==> src/rtl/core/crld_pkg.sv <==
// ----------------------------------------------------------------------------
// crld_pkg
// Shared types and constants for the cluster run list decoder.
// ----------------------------------------------------------------------------
package crld_pkg;

	// Largest size nibble accepted in a run header
	localparam logic [3:0] MAX_FIELD_BYTES = 4'd8;

	// Command queue between front and back (depth must be a power of two)
	localparam int QUEUE_DEPTH = 4;
	localparam int QPTR_W      = $clog2(QUEUE_DEPTH);
	localparam int QCNT_W      = $clog2(QUEUE_DEPTH + 1);

	// Parser phases
	localparam logic [1:0] PH_HEADER = 2'd0;
	localparam logic [1:0] PH_LENGTH = 2'd1;
	localparam logic [1:0] PH_OFFSET = 2'd2;

	// End status codes
	localparam logic [2:0] ST_RUNNING     = 3'd0;
	localparam logic [2:0] ST_TERMINATOR  = 3'd1;
	localparam logic [2:0] ST_ZERO_LENGTH = 3'd2;
	localparam logic [2:0] ST_TRUNCATED   = 3'd3;
	localparam logic [2:0] ST_OVERSIZE    = 3'd4;

	// Which accumulator a byte goes to
	localparam logic [1:0] FLD_NONE   = 2'd0;
	localparam logic [1:0] FLD_LENGTH = 2'd1;
	localparam logic [1:0] FLD_OFFSET = 2'd2;

	// One classified byte, front to back
	typedef struct packed {
		logic [7:0] data;
		logic [1:0] fld;
		logic [2:0] idx;
		logic       run_done;   // last offset byte: add and emit the run
		logic [3:0] off_bytes;  // offset size of the current run
		logic       emit_end;   // list ends on this byte
		logic [2:0] status;
		logic       clear;      // final byte: return to reset state
	} crld_cmd_t;

	// Sign-extend a little-endian offset of n bytes (n in 1..8)
	function automatic logic [63:0] sext_offset(input logic [63:0] v, input logic [3:0] n);
		logic [63:0] res;
		logic [2:0]  top;
		logic        sign;
		top  = n[2:0] - 3'd1;
		sign = v[{top, 3'b111}];
		res  = v;
		if (n < 4'd8) begin
			for (int k = 0; k < 8; k++) begin
				if (4'(k) >= n) begin
					res[8*k +: 8] = {8{sign}};
				end
			end
		end
		return res;
	endfunction

endpackage

==> src/rtl/core/crld_front.sv <==
// ----------------------------------------------------------------------------
// crld_front
// Header parser: tracks run framing and turns each byte into a command.
// ----------------------------------------------------------------------------
module crld_front #(
	parameter logic [3:0] MAX_FIELD_BYTES = crld_pkg::MAX_FIELD_BYTES
) (
	input  logic                 clk,
	input  logic                 arst_n,
	input  logic                 byte_valid,
	output logic                 byte_stall,
	input  logic [7:0]           data_byte,
	input  logic                 final_byte,
	input  logic                 q_full,
	output logic                 push,
	output crld_pkg::crld_cmd_t  cmd
);

	logic [1:0] phase_q, phase_n;
	logic [3:0] ls_q, ls_n;
	logic [3:0] os_q, os_n;
	logic [2:0] idx_q, idx_n;
	logic       stopped_q, stopped_n;
	logic [3:0] nidx;
	logic       ending;

	assign byte_stall = q_full;
	assign push       = byte_valid && !q_full;
	assign nidx       = {1'b0, idx_q} + 4'd1;

	always_comb begin
		phase_n       = phase_q;
		ls_n          = ls_q;
		os_n          = os_q;
		idx_n         = idx_q;
		stopped_n     = stopped_q;
		ending        = 1'b0;
		cmd.data      = data_byte;
		cmd.fld       = crld_pkg::FLD_NONE;
		cmd.idx       = idx_q;
		cmd.run_done  = 1'b0;
		cmd.off_bytes = os_q;
		cmd.emit_end  = 1'b0;
		cmd.status    = crld_pkg::ST_RUNNING;
		cmd.clear     = final_byte;

		if (!stopped_q) begin
			case (phase_q)
				crld_pkg::PH_HEADER: begin
					if (data_byte == 8'd0) begin
						ending     = 1'b1;
						cmd.status = crld_pkg::ST_TERMINATOR;
					end else if (data_byte[3:0] == 4'd0) begin
						ending     = 1'b1;
						cmd.status = crld_pkg::ST_ZERO_LENGTH;
					end else if (data_byte[3:0] > MAX_FIELD_BYTES ||
						     data_byte[7:4] > MAX_FIELD_BYTES) begin
						ending     = 1'b1;
						cmd.status = crld_pkg::ST_OVERSIZE;
					end else if (final_byte) begin
						ending     = 1'b1;
						cmd.status = crld_pkg::ST_TRUNCATED;
					end else begin
						ls_n    = data_byte[3:0];
						os_n    = data_byte[7:4];
						idx_n   = 3'd0;
						phase_n = crld_pkg::PH_LENGTH;
					end
				end
				crld_pkg::PH_LENGTH: begin
					cmd.fld = crld_pkg::FLD_LENGTH;
					if (nidx >= ls_q) begin
						idx_n   = 3'd0;
						phase_n = (os_q == 4'd0) ? crld_pkg::PH_HEADER : crld_pkg::PH_OFFSET;
					end else begin
						idx_n = nidx[2:0];
					end
				end
				crld_pkg::PH_OFFSET: begin
					cmd.fld = crld_pkg::FLD_OFFSET;
					if (nidx >= os_q) begin
						cmd.run_done = 1'b1;
						idx_n        = 3'd0;
						phase_n      = crld_pkg::PH_HEADER;
					end else begin
						idx_n = nidx[2:0];
					end
				end
				default: begin
					phase_n = crld_pkg::PH_HEADER;
				end
			endcase

			// final byte inside a run field: clean end or truncation
			if (final_byte && phase_q != crld_pkg::PH_HEADER) begin
				ending = 1'b1;
				if (phase_n != crld_pkg::PH_HEADER) begin
					cmd.status = crld_pkg::ST_TRUNCATED;
				end else begin
					cmd.status = crld_pkg::ST_RUNNING;
				end
			end
			cmd.emit_end = ending;
		end

		if (final_byte) begin
			phase_n   = crld_pkg::PH_HEADER;
			ls_n      = 4'd0;
			os_n      = 4'd0;
			idx_n     = 3'd0;
			stopped_n = 1'b0;
		end else if (ending) begin
			stopped_n = 1'b1;
		end
	end

	always_ff @(posedge clk or negedge arst_n) begin
		if (!arst_n) begin
			phase_q   <= crld_pkg::PH_HEADER;
			ls_q      <= 4'd0;
			os_q      <= 4'd0;
			idx_q     <= 3'd0;
			stopped_q <= 1'b0;
		end else if (push) begin
			phase_q   <= phase_n;
			ls_q      <= ls_n;
			os_q      <= os_n;
			idx_q     <= idx_n;
			stopped_q <= stopped_n;
		end
	end

endmodule

==> src/rtl/core/crld_queue.sv <==
// ----------------------------------------------------------------------------
// crld_queue
// Small FIFO of commands between the parser and the run builder.
// ----------------------------------------------------------------------------
module crld_queue (
	input  logic                 clk,
	input  logic                 arst_n,
	input  logic                 wr_en,
	input  crld_pkg::crld_cmd_t  wr_cmd,
	output logic                 full,
	input  logic                 rd_en,
	output logic                 rd_valid,
	output crld_pkg::crld_cmd_t  rd_cmd
);

	crld_pkg::crld_cmd_t               slot_q [crld_pkg::QUEUE_DEPTH];
	logic [crld_pkg::QPTR_W-1:0]       wptr_q, rptr_q;
	logic [crld_pkg::QCNT_W-1:0]       count_q;

	assign full     = (count_q == crld_pkg::QCNT_W'(crld_pkg::QUEUE_DEPTH));
	assign rd_valid = (count_q != '0);
	assign rd_cmd   = slot_q[rptr_q];

	always_ff @(posedge clk) begin
		if (wr_en) begin
			slot_q[wptr_q] <= wr_cmd;
		end
	end

	// pointers wrap naturally, depth is a power of two
	always_ff @(posedge clk or negedge arst_n) begin
		if (!arst_n) begin
			wptr_q  <= '0;
			rptr_q  <= '0;
			count_q <= '0;
		end else begin
			if (wr_en) begin
				wptr_q <= wptr_q + 1'b1;
			end
			if (rd_en) begin
				rptr_q <= rptr_q + 1'b1;
			end
			if (wr_en && !rd_en) begin
				count_q <= count_q + 1'b1;
			end else if (rd_en && !wr_en) begin
				count_q <= count_q - 1'b1;
			end
		end
	end

endmodule

==> src/rtl/core/crld_back.sv <==
// ----------------------------------------------------------------------------
// crld_back
// Run builder: gathers length/offset bytes, adds the offset, drives results.
// ----------------------------------------------------------------------------
module crld_back (
	input  logic                 clk,
	input  logic                 arst_n,
	input  logic                 cmd_valid,
	input  crld_pkg::crld_cmd_t  cmd,
	output logic                 cmd_pop,
	output logic                 result_valid,
	input  logic                 result_stall,
	output logic                 run_present,
	output logic signed [63:0]   run_start_cluster,
	output logic [63:0]          run_length,
	output logic                 list_end,
	output logic [2:0]           end_status
);

	logic [63:0] len_q;
	logic [63:0] off_q;
	logic [63:0] prev_q;
	logic [63:0] byte_sh;
	logic [63:0] off_full;
	logic [63:0] sum;
	logic        produce;
	logic        valid_q;
	logic        present_q;
	logic [63:0] start_q;
	logic [63:0] length_q;
	logic        end_q;
	logic [2:0]  status_q;

	assign cmd_pop  = cmd_valid && (!valid_q || !result_stall);
	assign produce  = cmd.run_done || cmd.emit_end;
	assign byte_sh  = {56'd0, cmd.data} << {cmd.idx, 3'b000};
	assign off_full = ((cmd.idx == 3'd0) ? 64'd0 : off_q) | byte_sh;
	assign sum      = prev_q + crld_pkg::sext_offset(off_full, cmd.off_bytes);

	always_ff @(posedge clk or negedge arst_n) begin
		if (!arst_n) begin
			prev_q  <= 64'd0;
			valid_q <= 1'b0;
		end else begin
			if (cmd_pop) begin
				if (cmd.clear) begin
					prev_q <= 64'd0;
				end else if (cmd.run_done) begin
					prev_q <= sum;
				end
			end
			if (cmd_pop && produce) begin
				valid_q <= 1'b1;
			end else if (!result_stall) begin
				valid_q <= 1'b0;
			end
		end
	end

	always_ff @(posedge clk) begin
		if (cmd_pop) begin
			if (cmd.fld == crld_pkg::FLD_LENGTH) begin
				len_q <= ((cmd.idx == 3'd0) ? 64'd0 : len_q) | byte_sh;
			end
			if (cmd.fld == crld_pkg::FLD_OFFSET) begin
				off_q <= off_full;
			end
			if (produce) begin
				present_q <= cmd.run_done;
				start_q   <= cmd.run_done ? sum : 64'd0;
				length_q  <= cmd.run_done ? len_q : 64'd0;
				end_q     <= cmd.emit_end;
				status_q  <= cmd.emit_end ? cmd.status : crld_pkg::ST_RUNNING;
			end
		end
	end

	assign result_valid      = valid_q;
	assign run_present       = present_q;
	assign run_start_cluster = $signed(start_q);
	assign run_length        = length_q;
	assign list_end          = end_q;
	assign end_status        = status_q;

endmodule

==> src/rtl/core/cluster_run_list_decoder_top.sv <==
// ----------------------------------------------------------------------------
// cluster_run_list_decoder_top
// Streaming decoder of a cluster run list, one byte per item.
// ----------------------------------------------------------------------------
// Input channel: byte_valid / byte_stall carry data_byte and final_byte; an
//   item is taken at an edge with byte_valid high and byte_stall low.
//   final_byte marks the last byte of the attribute area.
// Output channel: result_valid / result_stall carry one result item: a run
//   (run_present, run_start_cluster, run_length), an end of list (list_end,
//   end_status), or both when a clean end falls on the last byte of a run.
//   Bytes that complete nothing yield no item.
// Throughput: one byte per clock while results are taken. While a result
//   waits, the four-entry command queue takes up to four more bytes, then
//   byte_stall stays high until the receiver takes the result.
// Path: the accepting edge writes the command queue; the run builder then
//   pops the command, does the 64-bit add and loads the output register,
//   which raises result_valid. A waiting result can hold the pop.
// Structure: the parser classifies bytes into the command queue; the run
//   builder drains it into the output register.
// Reset: arst_n clears parser phase, queue, previous cluster and output
//   valid. Any byte with final_byte likewise returns the decoder to that
//   state once it has been processed; after an error end, bytes are dropped
//   until the next final_byte.
// ----------------------------------------------------------------------------
module cluster_run_list_decoder_top #(
	parameter logic [3:0] MAX_FIELD_BYTES = crld_pkg::MAX_FIELD_BYTES
) (
	input  logic                clk,
	input  logic                arst_n,
	input  logic                byte_valid,
	output logic                byte_stall,
	input  logic [7:0]          data_byte,
	input  logic                final_byte,
	output logic                result_valid,
	input  logic                result_stall,
	output logic                run_present,
	output logic signed [63:0]  run_start_cluster,
	output logic [63:0]         run_length,
	output logic                list_end,
	output logic [2:0]          end_status
);

	crld_pkg::crld_cmd_t front_cmd;
	crld_pkg::crld_cmd_t back_cmd;
	logic                push;
	logic                q_full;
	logic                q_valid;
	logic                pop;

	// parser: framing of header, length and offset fields
	crld_front #(
		.MAX_FIELD_BYTES (MAX_FIELD_BYTES)
	) u_front (
		.clk        (clk),
		.arst_n     (arst_n),
		.byte_valid (byte_valid),
		.byte_stall (byte_stall),
		.data_byte  (data_byte),
		.final_byte (final_byte),
		.q_full     (q_full),
		.push       (push),
		.cmd        (front_cmd)
	);

	// decouples parser from the output side
	crld_queue u_queue (
		.clk      (clk),
		.arst_n   (arst_n),
		.wr_en    (push),
		.wr_cmd   (front_cmd),
		.full     (q_full),
		.rd_en    (pop),
		.rd_valid (q_valid),
		.rd_cmd   (back_cmd)
	);

	// accumulators, cluster add and output register
	crld_back u_back (
		.clk               (clk),
		.arst_n            (arst_n),
		.cmd_valid         (q_valid),
		.cmd               (back_cmd),
		.cmd_pop           (pop),
		.result_valid      (result_valid),
		.result_stall      (result_stall),
		.run_present       (run_present),
		.run_start_cluster (run_start_cluster),
		.run_length        (run_length),
		.list_end          (list_end),
		.end_status        (end_status)
	);

	// a running item never carries a nonzero status
	assert property (@(posedge clk) disable iff (!arst_n)
		result_valid && !list_end |-> end_status == crld_pkg::ST_RUNNING)
		else $error("end status set without list end");

	// an item with neither a run nor an end should never be produced
	assert property (@(posedge clk) disable iff (!arst_n)
		result_valid |-> run_present || list_end)
		else $error("empty result item");

	// a run delivered together with a list end carries a clean end, never an error end
	assert property (@(posedge clk) disable iff (!arst_n)
		result_valid && run_present && list_end |-> end_status == crld_pkg::ST_RUNNING)
		else $error("run delivered with error status");

	// an item without a run carries zero start and length
	assert property (@(posedge clk) disable iff (!arst_n)
		result_valid && !run_present |-> run_length == 64'd0 && run_start_cluster == 64'sd0)
		else $error("stale run fields");

endmodule

==> config.mk <==
export PLATFORM = sky130hd
export DESIGN_NAME = cluster_run_list_decoder_top
export DESIGN_NICKNAME = d
export VERILOG_FILES = /design/src/rtl/core/crld_pkg.sv /design/src/rtl/core/crld_front.sv /design/src/rtl/core/crld_queue.sv /design/src/rtl/core/crld_back.sv /design/src/rtl/core/cluster_run_list_decoder_top.sv
export SDC_FILE = /design/constraint.sdc
export NUM_CORES = 1
export LEC_CHECK = 0
export BUFFER_PORTS_ARGS = -buffer_cell sky130_fd_sc_hd__buf_2
export CAP_MARGIN = 40
export CORE_ASPECT_RATIO = 1.25
export CORE_MARGIN = 5
export CORE_UTILIZATION = 55
export CTS_CLUSTER_SIZE = 16
export DETAILED_ROUTE_END_ITERATION = 7
export PLACE_DENSITY = 0.75
export SYNTH_ARGS = -nofsm -noshare
export SYNTH_HDL_FRONTEND = slang
export SYNTH_HIERARCHICAL = 1
export SYNTH_SLANG_ARGS = --single-unit
==> constraint.sdc <==
create_clock -name clk -period 9.47 [get_ports clk]
set_input_delay 0 -clock clk [delete_from_list [all_inputs] [get_ports clk]]
set_output_delay 0 -clock clk [all_outputs]
set_load 0.01 [all_outputs]
# Word-level counts from Yosys, hierarchy flattened
# Memories as Yosys holds them, arrays and structs flattened.
# Index checks and enable logic that the tools add are counted.
dict set report word_totals {
  output_inout_bits 135
  ff_bits 347
  ramBits 92
  word_cells 164
  n_memories 1
}
# memory words width read_ports rd_clocked_by_memory_dff wr line
set mem_list {}
lappend mem_list {u_queue.slot_q 4 23 1 0 1 crld_queue.sv:16} ;# crld_pkg::crld_cmd_t slot_q [crld_pkg::QUEUE_DEPTH];
dict set report op_classes {
  magnitude_cmp 14
  n_bitwise 2
  n_eq_ne 13
  n_shift 1
  n_mux 74
  reduce_logical 35
  add_sub_neg 7
}
# op count
set op_table {}
lappend op_table {{64-bit two-way mux} 5}
lappend op_table {{64-bit bitwise OR} 2}
lappend op_table {{64-bit adder} 1}
lappend op_table {{8-bit two-way mux} 8}
lappend op_table {{8-bit by 6-bit << shifter with 64-bit output} 1}
lappend op_table {{4-bit two-way mux} 13}
lappend op_table {{3-bit two-way mux} 14}
lappend op_table {{2-bit two-way mux} 13}
lappend op_table {{1-bit two-way mux} 17}
lappend op_table {{3-bit by 4-bit >= comparator with 1-bit output, first input constant} 4}
lappend op_table {{2-bit AND reduction} 6}
lappend op_table {{6-bit AND reduction} 2}
lappend op_table {{2-bit nonzero test} 6}
lappend op_table {{3-bit != test, second input constant} 3}
lappend op_table {{3-bit case mux with 3 select lines} 1}
lappend op_table {{1-bit by 4-bit >= comparator with 1-bit output, first input constant} 2}
lappend op_table {{2-bit by 4-bit >= comparator with 1-bit output, first input constant} 2}
lappend op_table {{4-bit >= comparator} 2}
lappend op_table {{4-bit greater-than comparator, second input constant} 2}
lappend op_table {{4-bit logical NOT} 2}
lappend op_table {{8-bit logical NOT} 1}
lappend op_table {{2-bit != test, second input constant} 4}
lappend op_table {{6-bit by 7-bit less-than comparator with 1-bit output, second input constant} 1}
lappend op_table {{1-bit logical AND} 6}
lappend op_table {{18 further kinds} 28}

# Logic depth before layout (Yosys ltp)
dict set report logic_depth {
  depth_word 11
  depth_mapped 25
  ltp_nobuf 22
}

# Hierarchy
# The synthesis kept the hierarchy.
# module cells_per_inst area_each_um2 seq_area_each_um2 instances
set by_module_without_submodules {}
lappend by_module_without_submodules {crld_back 1596 17120.2 9464.1 1}
lappend by_module_without_submodules {crld_queue 155 3757.4 2937.8 1}
lappend by_module_without_submodules {crld_front 172 1453.9 350.3 1}

# Worst setup path before layout
# OpenSTA, ideal clock, no wires.
dict set report synth_timing {
  path_kind {flip-flop to flip-flop}
  start {reg u_queue/rptr_q[0] (netlist bit)}
  end {reg u_back.status_q[0] (netlist: u_back/end_status[0]) (enable)}
  setup_ns 0.626
  t_arrival_ns 6.842
  path_slack_ns 2.002
  required_time_ns 8.844
  stages_incl_launch_ff 7
  period_less_slack_ns 7.468
  cell_sequence {dfrtp_1 > buf_6 > buf_12 > mux4_2 > clkbuf_1 > nor2_1 > nor2_1}
}
# item line
set synth_lines {}
lappend synth_lines {{from (decl)} crld_queue.sv:17} ;# logic [crld_pkg::QPTR_W-1:0] wptr_q, rptr_q;
lappend synth_lines {{from (signal assigned)} crld_queue.sv:41} ;# rptr_q <= rptr_q + 1'b1;
lappend synth_lines {{to (signal assigned)} crld_back.sv:73} ;# status_q <= cmd.emit_end ? cmd.status : crld_pkg::ST_RUNNING;
lappend synth_lines {{to (decl)} crld_back.sv:32} ;# logic [2:0] status_q;

==> impl_metrics.env <==
export IMPL_outcome="complete, no violations"
export IMPL_met2_length_mm=28.04
export IMPL_clkTransAtPathRegs_ps=70
export IMPL_dr_first_iter_drc_count=1343
export IMPL_m1WireLength_mm=23.37
export IMPL_cp_end_kind="flip-flop"
export IMPL_drt_wl_total_mm=56.46
export IMPL_grt_pass1_vias=15530
export IMPL_tns_ps=0
export IMPL_vias_per_cell=6.076
export IMPL_grt_total_usage_pct=24.63
export IMPL_max_freq_ghz=0.1352
export IMPL_htree_levels=2
export IMPL_design_portCount=148
export IMPL_top_layer="met4"
export IMPL_ys_seq_area_share_pct=57.10
export IMPL_pre_cts_ws_ps=2223
export IMPL_worst_endpoint_required_ps=9760
export IMPL_finalHoldViolCount=0
export IMPL_n_antenna_cell=0
export IMPL_async_reset_ff_share_pct=19.59
export IMPL_numPortBuffers=147
export IMPL_vias=15860
export IMPL_yosysUniqueCellTypes=89
export IMPL_cp_slowest_cell="mux4_1"
export IMPL_synth_cells=1923
export IMPL_synth_ff_type="edfxtp_1"
export IMPL_clock_path_buffers=3
export IMPL_maxCapViolCount=0
export IMPL_area_growth_pct=12.52
export IMPL_grt_antenna_before_repair=1
export IMPL_syn_area_per_cell_sq_um=11.61
export IMPL_clk_latency_ps=570
export IMPL_drive_gt1_share_pct=14.10
export IMPL_fillCellCount=3122
export IMPL_tightestPinTransition_ps=914.4
export IMPL_seq_area_sq_mm=0.01275
export IMPL_nets=2131
export IMPL_synth_top_area_share_pct=47.47
export IMPL_drtAntennaViolNets=0
export IMPL_yosysWarnings=6
export IMPL_start_kind="flip-flop"
export IMPL_rsz0062_at_grt="no"
export IMPL_cp_common_cell="o21ai_0"
export IMPL_initial_core_util_pct=55.67
export IMPL_critical_path_top_delay_family="compound AO/OA/AOI/OAI gates"
export IMPL_synth_largest_area_cell="edfxtp_1"
export IMPL_die_w_um=190.2
export IMPL_drv_slew=0
export IMPL_die_area_sq_mm=0.04476
export IMPL_cts_resized=0
export IMPL_finalClockSkew_ps=22.13
export IMPL_cp_num_buf_inv=1
export IMPL_multiInputGateArea_sq_mm=0.008821
export IMPL_post_route_period_util_pct=78.09
export IMPL_clock_sinks=439
export IMPL_num_rows=82
export IMPL_drc=0
export IMPL_ctsHoldBuffers=13
export IMPL_synth_seq_cells=439
export IMPL_crit_path_max_fanout=25
export IMPL_numCtsBuffers=43
export IMPL_cpPeakStageDelay_ps=930
export IMPL_post_cts_buffers=0
export IMPL_period_minus_slack_ps=7395
export IMPL_die_h_um=235.3
export IMPL_path_class="reg -> reg"
export IMPL_synth_common_cells="edfxtp_1, a21oi_1, nor2_1"
export IMPL_layout_setup_ws_ps=2075
export IMPL_cts_tree="built"
export IMPL_finalSetupViolCount=0
export IMPL_wl_met3_mm=3.263
export IMPL_path_cells="buf_4 > mux4_1 > or3_1 > o21ai_0 > mux2i_1 > mux4_2 > nor2_1 > a21oi_1 > ha_1 > a21oi_1 > o21ai_0 > a311o_1 > o21ai_0 > a21oi_1 > o21ai_0 > nand3_1 > a211oi_1 > nor3_1"
export IMPL_synth_top_cells_by_area="edfxtp_1, dfrtp_1, ha_1, a21oi_1, and2_1"
export IMPL_slew_headroom_pct=39.04
export IMPL_yosysMostFrequentCell="edfxtp_1"
export IMPL_synth_fp_nets=2024
export IMPL_gp_congestion=0.9543
export IMPL_cp_arrival_ps=7680
export IMPL_wl_per_cell_um=21.63
export IMPL_clock_root_buffer="clkbuf_16"
export IMPL_grt_max_degree=96
export IMPL_grt_pass1_wl_mm=88.15
export IMPL_synth_edf_count=353
export IMPL_min_path_type="in -> reg"
export IMPL_gr_total_overflow=0
export IMPL_dr_pass1_iters=6
export IMPL_dpl_cell_area_sq_mm=0.02348
export IMPL_stdcell_area_sq_mm=0.02513
export IMPL_syn_area_sq_mm=0.02233
export IMPL_coreArea_sq_mm=0.04012
export IMPL_hpwlAfterDp_mm=39.73
routing by layer:
| metal | global-route usage [%] | vias to the layer above |
|---|---|---|
| met5 | 0 | - |
| met4 | 7.794 | 0 |
| met3 | 2.922 | 105 |
| met2 | 41.57 | 600 |
| met1 | 33.62 | 7796 |
| li1 | - | 7357 |
registers in the layout, indices dropped and copies added (netlist names):
signal,count
u_front/ls_q,4
u_back/prev_q,64
u_back/list_end,1
u_back/run_length,64
u_front/phase_q,2
u_front/os_q,4
u_front/stopped_q,1
u_queue/count_q,3
u_queue/slot_q,92
u_back/run_present,1
u_back/result_valid,1
u_back/off_q,64
u_queue/wptr_q,2
u_back/len_q,64
u_back/run_start_cluster,64
u_queue/rptr_q,2
u_back/end_status,3
u_front/idx_q,3
layout by cell type (no fill, tap or decap), drive strengths merged, types with 14 or more instances in the layout:
| cell type | instances |
|---|---|
| o21ai | 61 |
| nor3b | 14 |
| mux4 | 24 |
| a22o | 69 |
| a31oi | 20 |
| clkbuf | 53 |
| nand4 | 23 |
| nand2b | 14 |
| a21o | 31 |
| xor2 | 30 |
| o21a | 23 |
| inv | 62 |
| edfxtp | 353 |
| ha | 86 |
| o31ai | 51 |
| o21bai | 19 |
| nor3 | 21 |
| nand2 | 141 |
| dfrtp | 86 |
| nor2 | 160 |
| and2 | 130 |
| nand3 | 26 |
| a21oi | 185 |
| buf | 179 |
| xnor2 | 35 |
layout make-up:
cell class,instances,area share (%)
Clock buffer,53,4.511
Clock inverter,26,1.494
Inverter,57,0.8515
Multi-Input combinational cell,1298,35.10
Sequential cell,439,50.75
Tap cell,546,2.719
Timing Repair Buffer,191,4.571
through the flow:
step	hold WS, ps	util, %	cells
final	230.9	62.64	2610
after global routing	256.2	62.64	2610
after floorplan	-295.6	-	1923
after CTS	215.4	62.64	2610
after detailed placement	-37.43	58.53	2518
after global placement	-38.90	58.28	2510
logic make-up after synthesis:
group / count (synthesis) / share of synthesized area [%]
and+or+nand+nor: 578 / 12.87
AOI/OAI and AO/OA: 535 / 16.00
DFF: 439 / 57.10
buffers and inverters: 186 / 3.597
adders and majority gates: 89 / 5.043
xor gates and xnor gates: 65 / 2.549
muxes: 31 / 2.841
worst paths after layout:
check,startpoint,cells after the start,slack [ps],endpoint
min,result_stall,4,230,u_back/result_valid
max reg2reg,u_queue/rptr_q[0],18,2080,u_back/run_start_cluster[54]
min reg2reg,u_queue/count_q[2],1,490,u_queue/count_q[2]
max,u_queue/rptr_q[0],18,2080,u_back/run_start_cluster[54]
min in group asynchronous,arst_n,4,470,u_back/prev_q[54]
max in group asynchronous,arst_n,5,8450,u_back/prev_q[11]
worst min-delay path: stages:
cell,delay [ps]
dlygate4sd3_1,520
buf_2,90
nand2_1,50
o21ai_0,70
Power is left out: the tool's default activity adds up to more than one toggle a clock period on the data nets, which glitch-free logic cannot reach.
